<file path="config.mk">
export PLATFORM = sky130hd
export DESIGN_NAME = i2c_master_byte_engine_core
export DESIGN_NICKNAME = d
export VERILOG_FILES = /design/src/rtl/core/i2cm_pkg.sv /design/src/rtl/core/i2cm_front.sv /design/src/rtl/core/i2cm_fifo.sv /design/src/rtl/core/i2cm_engine.sv /design/src/rtl/core/i2c_master_byte_engine_core.sv
export SDC_FILE = /design/constraint.sdc
export NUM_CORES = 1
export LEC_CHECK = 0
export BUFFER_PORTS_ARGS = -buffer_cell sky130_fd_sc_hd__buf_4
export CORE_MARGIN = 3
export CORE_UTILIZATION = 60
export DETAILED_ROUTE_END_ITERATION = 12
export PLACE_DENSITY = 0.79
export SYNTH_ARGS = -nofsm -noshare
export SYNTH_HDL_FRONTEND = slang
export SYNTH_HIERARCHICAL = 1
export SYNTH_SLANG_ARGS = --single-unit
</file>
<file path="constraint.sdc">
create_clock -name i_clk -period 6.8 [get_ports i_clk]
set_input_delay 0 -clock i_clk [delete_from_list [all_inputs] [get_ports i_clk]]
set_output_delay 0 -clock i_clk [all_outputs]
set_load 0.1 [all_outputs]
</file>
<file path="src/rtl/core/i2cm_pkg.sv">
package i2cm_pkg;

    localparam int DATA_BITS   = 8;
    localparam int TICKS_W     = 16;
    localparam int BIT_CNT_W   = 4;
    localparam int QUEUE_DEPTH = 4;
    localparam int QUEUE_AW    = $clog2(QUEUE_DEPTH);

    localparam int IN_DATA_W  = 16;
    localparam int IN_USER_W  = 3;
    localparam int OUT_DATA_W = 16;

    localparam logic [TICKS_W-1:0] RESET_PHASE_TICKS = TICKS_W'(100);

    // Bit counter values that mark the acknowledge bit and the trailing delay.
    localparam logic [BIT_CNT_W-1:0] BIT_ACK   = BIT_CNT_W'(DATA_BITS);
    localparam logic [BIT_CNT_W-1:0] BIT_TRAIL = BIT_CNT_W'(DATA_BITS + 1);

    typedef enum logic [1:0] {
        OP_START = 2'd0,
        OP_STOP  = 2'd1,
        OP_WRITE = 2'd2,
        OP_READ  = 2'd3
    } t_op;

    // One tick of bus activity as carried through the queue.
    typedef struct packed {
        logic                cmd_valid;
        t_op                 command;
        logic [7:0]          write_data;
        logic                ack_to_send;
        logic                sda_in;
    } t_item;

    // Result fields, packed so that scl_out lands in bit 0.
    typedef struct packed {
        logic                ack_received;
        logic [7:0]          read_data;
        logic                done_res;
        logic                busy_res;
        logic                sda_out;
        logic                scl_out;
    } t_result;

    typedef struct packed {
        logic                full;
        logic                empty;
    } t_queue_status;

endpackage

</file>
<file path="src/rtl/core/i2cm_front.sv">
module i2cm_front
    import i2cm_pkg::*;
(
    input  logic                 i_clk,
    input  logic                 i_rst_n,
    input  logic                 s_axis_tvalid,
    output logic                 s_axis_tready,
    input  logic [IN_DATA_W-1:0] s_axis_tdata,
    input  logic [IN_USER_W-1:0] s_axis_tuser,
    input  t_queue_status        i_queue,
    output logic                 o_push,
    output t_item                o_item
);

    logic  r_valid;
    t_item r_item;
    t_item w_item;

    // Unpack the transaction into the queue entry format.
    always_comb begin
        w_item.cmd_valid   = s_axis_tuser[0];
        w_item.command     = t_op'(s_axis_tuser[2:1]);
        w_item.write_data  = s_axis_tdata[7:0];
        w_item.ack_to_send = s_axis_tdata[8];
        w_item.sda_in      = s_axis_tdata[9];
    end

    assign s_axis_tready = !r_valid || !i_queue.full;

    always_ff @(posedge i_clk) begin
        if (!i_rst_n) begin
            r_valid <= 1'b0;
        end else if (s_axis_tready) begin
            r_valid <= s_axis_tvalid;
        end
    end

    always_ff @(posedge i_clk) begin
        if (s_axis_tready) begin
            r_item <= w_item;
        end
    end

    assign o_push = r_valid && !i_queue.full;
    assign o_item = r_item;

endmodule

</file>
<file path="src/rtl/core/i2cm_fifo.sv">
module i2cm_fifo
    import i2cm_pkg::*;
(
    input  logic          i_clk,
    input  logic          i_rst_n,
    input  logic          i_push,
    input  t_item         i_item,
    input  logic          i_pop,
    output t_item         o_item,
    output t_queue_status o_status
);

    t_item               r_mem [QUEUE_DEPTH];
    logic [QUEUE_AW-1:0] r_wr_ptr;
    logic [QUEUE_AW-1:0] r_rd_ptr;
    logic [QUEUE_AW:0]   r_count;

    assign o_status.full  = (r_count == (QUEUE_AW+1)'(QUEUE_DEPTH));
    assign o_status.empty = (r_count == '0);
    assign o_item         = r_mem[r_rd_ptr];

    always_ff @(posedge i_clk) begin
        if (i_push) begin
            r_mem[r_wr_ptr] <= i_item;
        end
    end

    always_ff @(posedge i_clk) begin
        if (!i_rst_n) begin
            r_wr_ptr <= '0;
            r_rd_ptr <= '0;
            r_count  <= '0;
        end else begin
            if (i_push) begin
                r_wr_ptr <= r_wr_ptr + 1'b1;
            end
            if (i_pop) begin
                r_rd_ptr <= r_rd_ptr + 1'b1;
            end
            case ({i_push, i_pop})
                2'b10:   r_count <= r_count + 1'b1;
                2'b01:   r_count <= r_count - 1'b1;
                default: r_count <= r_count;
            endcase
        end
    end

    a_no_overfill: assert property (@(posedge i_clk) disable iff (!i_rst_n)
        r_count <= (QUEUE_AW+1)'(QUEUE_DEPTH))
        else $error("queue count beyond depth");

    a_no_push_full: assert property (@(posedge i_clk) disable iff (!i_rst_n)
        o_status.full |-> !i_push)
        else $error("push into a full queue");

    a_no_pop_empty: assert property (@(posedge i_clk) disable iff (!i_rst_n)
        o_status.empty |-> !i_pop)
        else $error("pop from an empty queue");

endmodule

</file>
<file path="src/rtl/core/i2cm_engine.sv">
module i2cm_engine
    import i2cm_pkg::*;
(
    input  logic                  i_clk,
    input  logic                  i_rst_n,
    input  logic                  i_cfg_we,
    input  logic [TICKS_W-1:0]    i_cfg_wdata,
    input  t_item                 i_item,
    input  t_queue_status         i_queue,
    output logic                  o_pop,
    output logic                  m_axis_tvalid,
    input  logic                  m_axis_tready,
    output logic [OUT_DATA_W-1:0] m_axis_tdata
);

    logic [TICKS_W-1:0]   r_phase_ticks;
    t_op                  r_op,       n_op;
    logic                 r_active,   n_active;
    logic [1:0]           r_phase,    n_phase;
    logic [BIT_CNT_W-1:0] r_bit,      n_bit;
    logic [7:0]           r_shift,    n_shift;
    logic [TICKS_W-1:0]   r_ticks,    n_ticks;
    logic                 r_scl,      n_scl;
    logic                 r_sda,      n_sda;
    logic                 r_ack_latch, n_ack_latch;
    logic                 r_ack_drive, n_ack_drive;
    logic [7:0]           r_read_hold, n_read_hold;
    logic                 r_out_valid;
    t_result              r_out;

    logic                 w_enter;
    logic                 w_done;
    logic [1:0]           w_last_phase;
    logic [BIT_CNT_W-1:0] w_last_bit;
    logic [TICKS_W-1:0]   w_ticks_dec;
    t_result              w_result;

    assign o_pop = !i_queue.empty && (!r_out_valid || m_axis_tready);

    // Last phase index of the current bit and last bit index of the command.
    always_comb begin
        case (r_op)
            OP_WRITE: begin
                if (r_bit < BIT_ACK) begin
                    w_last_phase = 2'd2;
                end else if (r_bit == BIT_ACK) begin
                    w_last_phase = 2'd3;
                end else begin
                    w_last_phase = 2'd0;
                end
                w_last_bit = BIT_TRAIL;
            end
            OP_READ: begin
                w_last_phase = (r_bit < BIT_ACK) ? 2'd3 : 2'd2;
                w_last_bit   = BIT_ACK;
            end
            default: begin
                w_last_phase = 2'd2;
                w_last_bit   = '0;
            end
        endcase
    end

    assign w_ticks_dec = (r_ticks != '0) ? r_ticks - 1'b1 : '0;

    always_comb begin
        n_op        = r_op;
        n_active    = r_active;
        n_phase     = r_phase;
        n_bit       = r_bit;
        n_shift     = r_shift;
        n_ticks     = r_ticks;
        n_scl       = r_scl;
        n_sda       = r_sda;
        n_ack_latch = r_ack_latch;
        n_ack_drive = r_ack_drive;
        n_read_hold = r_read_hold;
        w_enter     = 1'b0;
        w_done      = 1'b0;

        if (r_active) begin
            n_ticks = w_ticks_dec;
            if (w_ticks_dec == '0) begin
                if (r_phase < w_last_phase) begin
                    n_phase = r_phase + 1'b1;
                    w_enter = 1'b1;
                end else if (r_bit < w_last_bit) begin
                    n_bit   = r_bit + 1'b1;
                    n_phase = 2'd0;
                    w_enter = 1'b1;
                end else begin
                    n_active = 1'b0;
                    w_done   = 1'b1;
                    if (r_op == OP_READ) begin
                        n_read_hold = r_shift;
                    end
                end
            end
        end else if (i_item.cmd_valid) begin
            n_op     = i_item.command;
            n_active = 1'b1;
            n_bit    = '0;
            n_phase  = 2'd0;
            w_enter  = 1'b1;
            if (i_item.command == OP_WRITE) begin
                n_shift = i_item.write_data;
            end
            if (i_item.command == OP_READ) begin
                n_shift     = '0;
                n_ack_drive = i_item.ack_to_send;
            end
        end

        // Drive the bus lines for the phase just entered.
        if (w_enter) begin
            n_ticks = (r_phase_ticks == '0) ? TICKS_W'(1) : r_phase_ticks;
            case (n_op)
                OP_START: begin
                    if (n_phase == 2'd0) begin
                        n_sda = 1'b1;
                        n_scl = 1'b1;
                    end else if (n_phase == 2'd1) begin
                        n_sda = 1'b0;
                    end else begin
                        n_scl = 1'b0;
                    end
                end
                OP_STOP: begin
                    if (n_phase == 2'd0) begin
                        n_sda = 1'b0;
                    end else if (n_phase == 2'd1) begin
                        n_scl = 1'b1;
                    end else begin
                        n_sda = 1'b1;
                    end
                end
                default: begin
                    if ((n_op == OP_WRITE && n_bit < BIT_ACK) ||
                        (n_op == OP_READ && n_bit == BIT_ACK)) begin
                        // Driven bit: a data bit of a write or the master's acknowledge.
                        if (n_phase == 2'd0) begin
                            if (n_op == OP_WRITE) begin
                                n_sda   = n_shift[7];
                                n_shift = {n_shift[6:0], 1'b0};
                            end else begin
                                n_sda = n_ack_drive;
                            end
                        end else if (n_phase == 2'd1) begin
                            n_scl = 1'b1;
                        end else begin
                            n_scl = 1'b0;
                        end
                    end else if (n_op == OP_WRITE && n_bit > BIT_ACK) begin
                        n_scl = r_scl;
                    end else begin
                        // Sampled bit: a data bit of a read or the slave's acknowledge.
                        if (n_phase == 2'd0) begin
                            n_sda = 1'b1;
                        end else if (n_phase == 2'd1) begin
                            n_scl = 1'b1;
                        end else if (n_phase == 2'd2) begin
                            if (n_op == OP_READ) begin
                                n_shift = {n_shift[6:0], i_item.sda_in};
                            end else begin
                                n_ack_latch = i_item.sda_in;
                            end
                        end else begin
                            n_scl = 1'b0;
                        end
                    end
                end
            endcase
        end
    end

    always_comb begin
        w_result.scl_out      = n_scl;
        w_result.sda_out      = n_sda;
        w_result.busy_res     = n_active;
        w_result.done_res     = w_done;
        w_result.read_data    = n_read_hold;
        w_result.ack_received = n_ack_latch;
    end

    always_ff @(posedge i_clk) begin
        if (!i_rst_n) begin
            r_phase_ticks <= RESET_PHASE_TICKS;
        end else if (i_cfg_we) begin
            r_phase_ticks <= i_cfg_wdata;
        end
    end

    always_ff @(posedge i_clk) begin
        if (!i_rst_n) begin
            r_op        <= OP_START;
            r_active    <= 1'b0;
            r_phase     <= 2'd0;
            r_bit       <= '0;
            r_shift     <= '0;
            r_ticks     <= '0;
            r_scl       <= 1'b1;
            r_sda       <= 1'b1;
            r_ack_latch <= 1'b0;
            r_ack_drive <= 1'b1;
            r_read_hold <= '0;
        end else if (o_pop) begin
            r_op        <= n_op;
            r_active    <= n_active;
            r_phase     <= n_phase;
            r_bit       <= n_bit;
            r_shift     <= n_shift;
            r_ticks     <= n_ticks;
            r_scl       <= n_scl;
            r_sda       <= n_sda;
            r_ack_latch <= n_ack_latch;
            r_ack_drive <= n_ack_drive;
            r_read_hold <= n_read_hold;
        end
    end

    always_ff @(posedge i_clk) begin
        if (!i_rst_n) begin
            r_out_valid <= 1'b0;
        end else if (o_pop) begin
            r_out_valid <= 1'b1;
        end else if (m_axis_tready) begin
            r_out_valid <= 1'b0;
        end
    end

    always_ff @(posedge i_clk) begin
        if (o_pop) begin
            r_out <= w_result;
        end
    end

    assign m_axis_tvalid = r_out_valid;
    assign m_axis_tdata  = OUT_DATA_W'(r_out);

    a_start_stop_single_bit: assert property (@(posedge i_clk) disable iff (!i_rst_n)
        r_active && (r_op == OP_START || r_op == OP_STOP) |-> r_bit == '0)
        else $error("start or stop advanced past its only bit");

    a_bit_bound: assert property (@(posedge i_clk) disable iff (!i_rst_n)
        r_active |-> r_bit <= BIT_TRAIL && (r_op == OP_WRITE || r_bit <= BIT_ACK))
        else $error("bit counter beyond last bit of command");

    a_phase_holds: assert property (@(posedge i_clk) disable iff (!i_rst_n)
        o_pop && r_active && r_ticks > TICKS_W'(1) |=> $stable(r_phase) && $stable(r_bit))
        else $error("phase advanced before its delay expired");

endmodule

</file>
<file path="src/rtl/core/i2c_master_byte_engine_core.sv">
// I2C master bit engine. Every input transaction is one tick of the bus timebase and
// yields exactly one output transaction holding the line drives and status after it.
// Input tuser carries the command selector, tdata the byte, acknowledge and SDA sample.
// A command (start, stop, write byte, read byte) is taken only while the engine is not
// busy; each of its phases holds the lines for phase_ticks ticks (0 acts as 1).
// A write clocks eight bits out MSB first, then samples the slave acknowledge,
// then one delay phase follows. A read samples eight bits, then drives the acknowledge.
// Accepted transactions move through the input register and queue to the output register.
// Throughput: one transaction per cycle; the input register, a four-entry queue and the
// output register let either side stall independently, and the engine advances one tick
// per cycle whenever the queue is not empty and the output register is free or taken.
// When the receiver stalls, s_axis_tready drops once the queue is full and the input
// register holds a transaction, six transactions in flight counting the output register.
// Reset (i_rst_n low, synchronous) empties the pipeline, releases both lines, clears
// status and read data, and restores phase_ticks to 100.
// Configuration: i_cfg_we writes i_cfg_wdata into phase_ticks; write it only when idle.
module i2c_master_byte_engine_core
    import i2cm_pkg::*;
(
    input  logic                  i_clk,
    input  logic                  i_rst_n,
    input  logic                  i_cfg_we,
    input  logic [TICKS_W-1:0]    i_cfg_wdata,
    input  logic                  s_axis_tvalid,
    output logic                  s_axis_tready,
    // [7:0] write_data, [8] ack_to_send, [9] sda_in, [15:10] zero
    input  logic [IN_DATA_W-1:0]  s_axis_tdata,
    // [0] cmd_valid, [2:1] command
    input  logic [IN_USER_W-1:0]  s_axis_tuser,
    output logic                  m_axis_tvalid,
    input  logic                  m_axis_tready,
    // [0] scl_out, [1] sda_out, [2] busy_res, [3] done_res, [11:4] read_data,
    // [12] ack_received, [15:13] zero
    output logic [OUT_DATA_W-1:0] m_axis_tdata
);

    t_queue_status w_queue;
    logic          w_push;
    logic          w_pop;
    t_item         w_front_item;
    t_item         w_queue_item;

    i2cm_front u_front (
        .i_clk         (i_clk),
        .i_rst_n       (i_rst_n),
        .s_axis_tvalid (s_axis_tvalid),
        .s_axis_tready (s_axis_tready),
        .s_axis_tdata  (s_axis_tdata),
        .s_axis_tuser  (s_axis_tuser),
        .i_queue       (w_queue),
        .o_push        (w_push),
        .o_item        (w_front_item)
    );

    i2cm_fifo u_fifo (
        .i_clk    (i_clk),
        .i_rst_n  (i_rst_n),
        .i_push   (w_push),
        .i_item   (w_front_item),
        .i_pop    (w_pop),
        .o_item   (w_queue_item),
        .o_status (w_queue)
    );

    i2cm_engine u_engine (
        .i_clk         (i_clk),
        .i_rst_n       (i_rst_n),
        .i_cfg_we      (i_cfg_we),
        .i_cfg_wdata   (i_cfg_wdata),
        .i_item        (w_queue_item),
        .i_queue       (w_queue),
        .o_pop         (w_pop),
        .m_axis_tvalid (m_axis_tvalid),
        .m_axis_tready (m_axis_tready),
        .m_axis_tdata  (m_axis_tdata)
    );

endmodule

</file>
==> impl_metrics.py <==
metrics = {
    "timing": {
        "finalClockSkew_ns": 0.009751,
        "final.min_clock_period_ns": 4.622,
        "finalHoldViolCount": 0,
        "final_min_period_over_clock_period_pct": 67.97,
        "setup_total_negative_slack_ns": 0,
        "fin_ws_ns": 2.178,
        "fin_worst_hold_slack_ns": 0.04514,
        "grt_setup_unrepaired": "false",
        "max_freq_mhz": 216.4,
        "max_slew_margin_pct": 28.84,
        "maxSlewViolCount": 0,
        "finalSetupViolCount": 0,
        "transition_time_of_the_tightest_slew_check_pin_ns": 1.059,
    },
    "drt": {
        "vias": 5635,
        "routed_via_density": 6.289,
        "detailedRoute.firstPassIterationCount": 5,
        "wl_per_cell_um": 19.45,
        "remaining_drc_errors": 0,
        "drt.antenna.violating_nets": 0,
        "drt_iter0_markers": 401,
        "finalWirelength_um": 17430,
    },
    "setup_path": {
        "cp_endpoint_kind": "flop",
        "worstPathRequired_ns": 7.12,
        "timing.critical_path.arrival_ns": 4.94,
        "critPathLaunchType": "flop",
        "worst-r2r-setup-slack_ns": 2.18,
        "critical_path_class": "reg2reg",
        "timing.critical_path.fanout_max": 15,
    },
    "flow_run": {
        "max_cap_violations": 0,
    },
    "global_route": {
        "grt_usage_pct": 27.38,
        "use_met3_pct": 5.285,
        "top_usage_layer": "met2",
        "grt_start_max_net_pins": 34,
        "groute.layer.met1.usage_pct": 36.08,
        "grt-ovfl-total": 0,
        "grt_first_pass_wirelength_um": 28320,
        "grt_antenna_before_repair": 0,
        "grt_pass1_vias": 5508,
        "global_route.usage.met2_pct": 43.42,
    },
    "final_layout": {
        "fill_cells": 736,
        "most_frequent_cells_in_the_layout": "84 x sky130_fd_sc_hd__nand2_1, 78 x sky130_fd_sc_hd__edfxtp_1, 72 x sky130_fd_sc_hd__dfxtp_1",
        "multiInputGateArea_sq_mm": 0.003214,
        "seqCellArea_sq_mm": 0.003784,
        "layout.cells.most_common": "sky130_fd_sc_hd__nand2_1",
        "diode_count": 0,
        "syn2layout_area_growth_pct": 18.13,
        "utilization_pct": 73.76,
        "drive_above_1_share_pct": 16.33,
        "num-nets-final": 791,
        "layout.cell_area.non_filler_sq_mm": 0.008602,
        "finalNonFillerCells": 896,
    },
    "power": {
        "internal_power_mw": 2.195,
        "power.sequential.fraction_pct": 32.1,
        "switching_share_pct": 44.17,
        "p_leak_nw": 3.207,
        "power.clock.fraction_pct": 23.6,
        "total_power_mw": 3.931,
        "irDropWorstVdd_mv": 0.2716,
        "total_switching_power_mw": 1.736,
        "power.density_mw_per_mm2": 457.0,
        "p_comb_share_pct": 44.3,
    },
    "logic_synthesis": {
        "synth.yosys.warnings": 6,
        "synth-main-ff-cell": "sky130_fd_sc_hd__edfxtp_1",
        "syn-instance-count": 671,
        "synth.ff_latch_count": 150,
        "proportion_of_register_bits_with_asynchronous_set_or_reset_after_synthesis_pct": 0,
        "synth_area_sq_mm": 0.007282,
        "ys_types": 79,
        "yosysSeqAreaShare_pct": 51.96,
        "synth_edf_count": 78,
        "postSynthAreaPerCell_sq_um": 10.85,
    },
    "clocking": {
        "cts_max_level": 4,
        "cts.repair_timing.setup_buffer_count": 0,
        "clock_tree.buffer_depth": 2,
        "hold_buffers": 36,
        "cts.clk_slew.worst_paths_ns": 0.07,
        "tritoncts.num_buffers": 17,
        "cts_tree": "yes",
        "clock-sinks": 150,
        "clock_latency_ns": 0.43,
        "post_cts.resized_instances": 0,
        "clockRootBuffer": "sky130_fd_sc_hd__clkbuf_16",
    },
    "run_status": {
        "status": "complete, no violations",
    },
    "die": {
        "starting_density_pct": 62.44,
        "io_pins": 58,
        "floorplan.die.height_um": 116.2,
        "die_area_sq_mm": 0.01349,
        "fp.coreArea_sq_mm": 0.01166,
        "chip_width_um": 116.2,
        "floorplan.rows": 39,
    },
    "place": {
        "dp_hpwl_um": 10310,
        "placement.setup.worst_slack_ns": 2.343,
        "place_inst": 828,
        "area_after_dpl_sq_mm": 0.007650,
        "port_buffers": 48,
        "gp_congestion": 0.9239,
    },
    "worst_hold_path": {
        "hold_path_class": "in2reg",
    },
}
## Yosys cell counts (12+ instances only)
| master | n | area, sq um |
|---|---|---|
| sky130_fd_sc_hd__clkbuf_1 | 29 | 108.9 |
| sky130_fd_sc_hd__dfxtp_1 | 72 | 1441 |
| sky130_fd_sc_hd__o21ai_0 | 22 | 110.1 |
| sky130_fd_sc_hd__mux2i_1 | 26 | 260.3 |
| sky130_fd_sc_hd__inv_1 | 20 | 75.07 |
| sky130_fd_sc_hd__a21oi_1 | 29 | 145.1 |
| sky130_fd_sc_hd__edfxtp_1 | 78 | 2342 |
| sky130_fd_sc_hd__and2_1 | 18 | 112.6 |
| sky130_fd_sc_hd__nand2_1 | 84 | 315.3 |
| sky130_fd_sc_hd__nor3_1 | 12 | 60.06 |
| sky130_fd_sc_hd__nor2_1 | 53 | 198.9 |
| sky130_fd_sc_hd__nand3_1 | 14 | 70.07 |
## kinds of logic after synthesis
| kind of cell | after synthesis | synth area share [%] |
|---|---|---|
| flops | 150 | 51.96 |
| fa+ha+maj | 11 | 1.993 |
| compound gates | 143 | 14.45 |
| simple gates | 246 | 17.08 |
| xor+xnor | 8 | 0.9622 |
| mux | 50 | 9.502 |
| buf+inv | 62 | 4.003 |
| other cells | 1 | 0.05150 |
## routing by layer
layer	part of all wire [%]	up-vias	wire length, um
li1	-	2639	-
met1	42	2692	7267
met2	49	247	8597
met3	5.5	57	956
met4	3.5	0	607
met5	0	-	0
## registers in the layout (all words and copies together), names as in the netlist, 2 cells and up, named ones only
signal	cells
u_engine/r_phase_ticks	16
u_engine/r_ticks	16
u_engine/r_phase	2
u_engine/m_axis_tdata	13
u_engine/r_shift	8
u_engine/r_bit	4
u_fifo/r_count	3
u_fifo/r_mem	52
u_front/o_item	13
u_fifo/r_wr_ptr	2
u_engine/r_op	2
u_fifo/r_rd_ptr	2
u_engine/r_read_hold	8
## area by class of cell
cell class,instances,share of cell area (%)
Clock buffer,18,4.989
Inverter,22,0.9600
Tap cell,143,2.080
Timing Repair Buffer,88,8.727
Multi-Input combinational cell,461,37.37
Clock inverter,14,1.891
Sequential cell,150,43.99
## path summary, 6_finish.rpt
check | from | end | cells past startpoint
hold reg to reg | u_engine/r_read_hold[7] | u_engine/r_read_hold[7] | 2
hold / removal | i_cfg_we | u_engine/r_phase_ticks[13] | 3
setup / recovery | u_engine/r_ticks[0] | u_engine/r_shift[7] | 12
setup reg to reg | u_engine/r_ticks[0] | u_engine/r_shift[7] | 12
## power groups by stage
stage / registers, mW / logic [mW] / clock network [mW]
3_3_place_gp: 1.26 / 1.64 / 0
5_1_grt: 1.28 / 1.88 / 0.978
4_1_cts: 1.26 / 1.71 / 0.935
2_1_floorplan: 1.50 / 1.12 / 0
6_report: 1.26 / 1.74 / 0.927
3_5_place_dp: 1.27 / 1.68 / 0
## worst max-delay path, cell delays in order, from the launching register on
cell and delay [ns]:
sky130_fd_sc_hd__dfxtp_1 0.37, sky130_fd_sc_hd__inv_1 0.08, sky130_fd_sc_hd__ha_1 0.23, sky130_fd_sc_hd__or4b_1 0.55, sky130_fd_sc_hd__o31ai_1 0.31, sky130_fd_sc_hd__nor4bb_1 0.57
sky130_fd_sc_hd__o211ai_1 0.32, sky130_fd_sc_hd__a211o_4 0.39, sky130_fd_sc_hd__o41ai_4 0.71, sky130_fd_sc_hd__nor3_1 0.16, sky130_fd_sc_hd__o21ai_2 0.55, sky130_fd_sc_hd__o21a_1 0.22
sky130_fd_sc_hd__o21ai_2 0.05
Note: power is estimated with default switching activity, not from simulation.
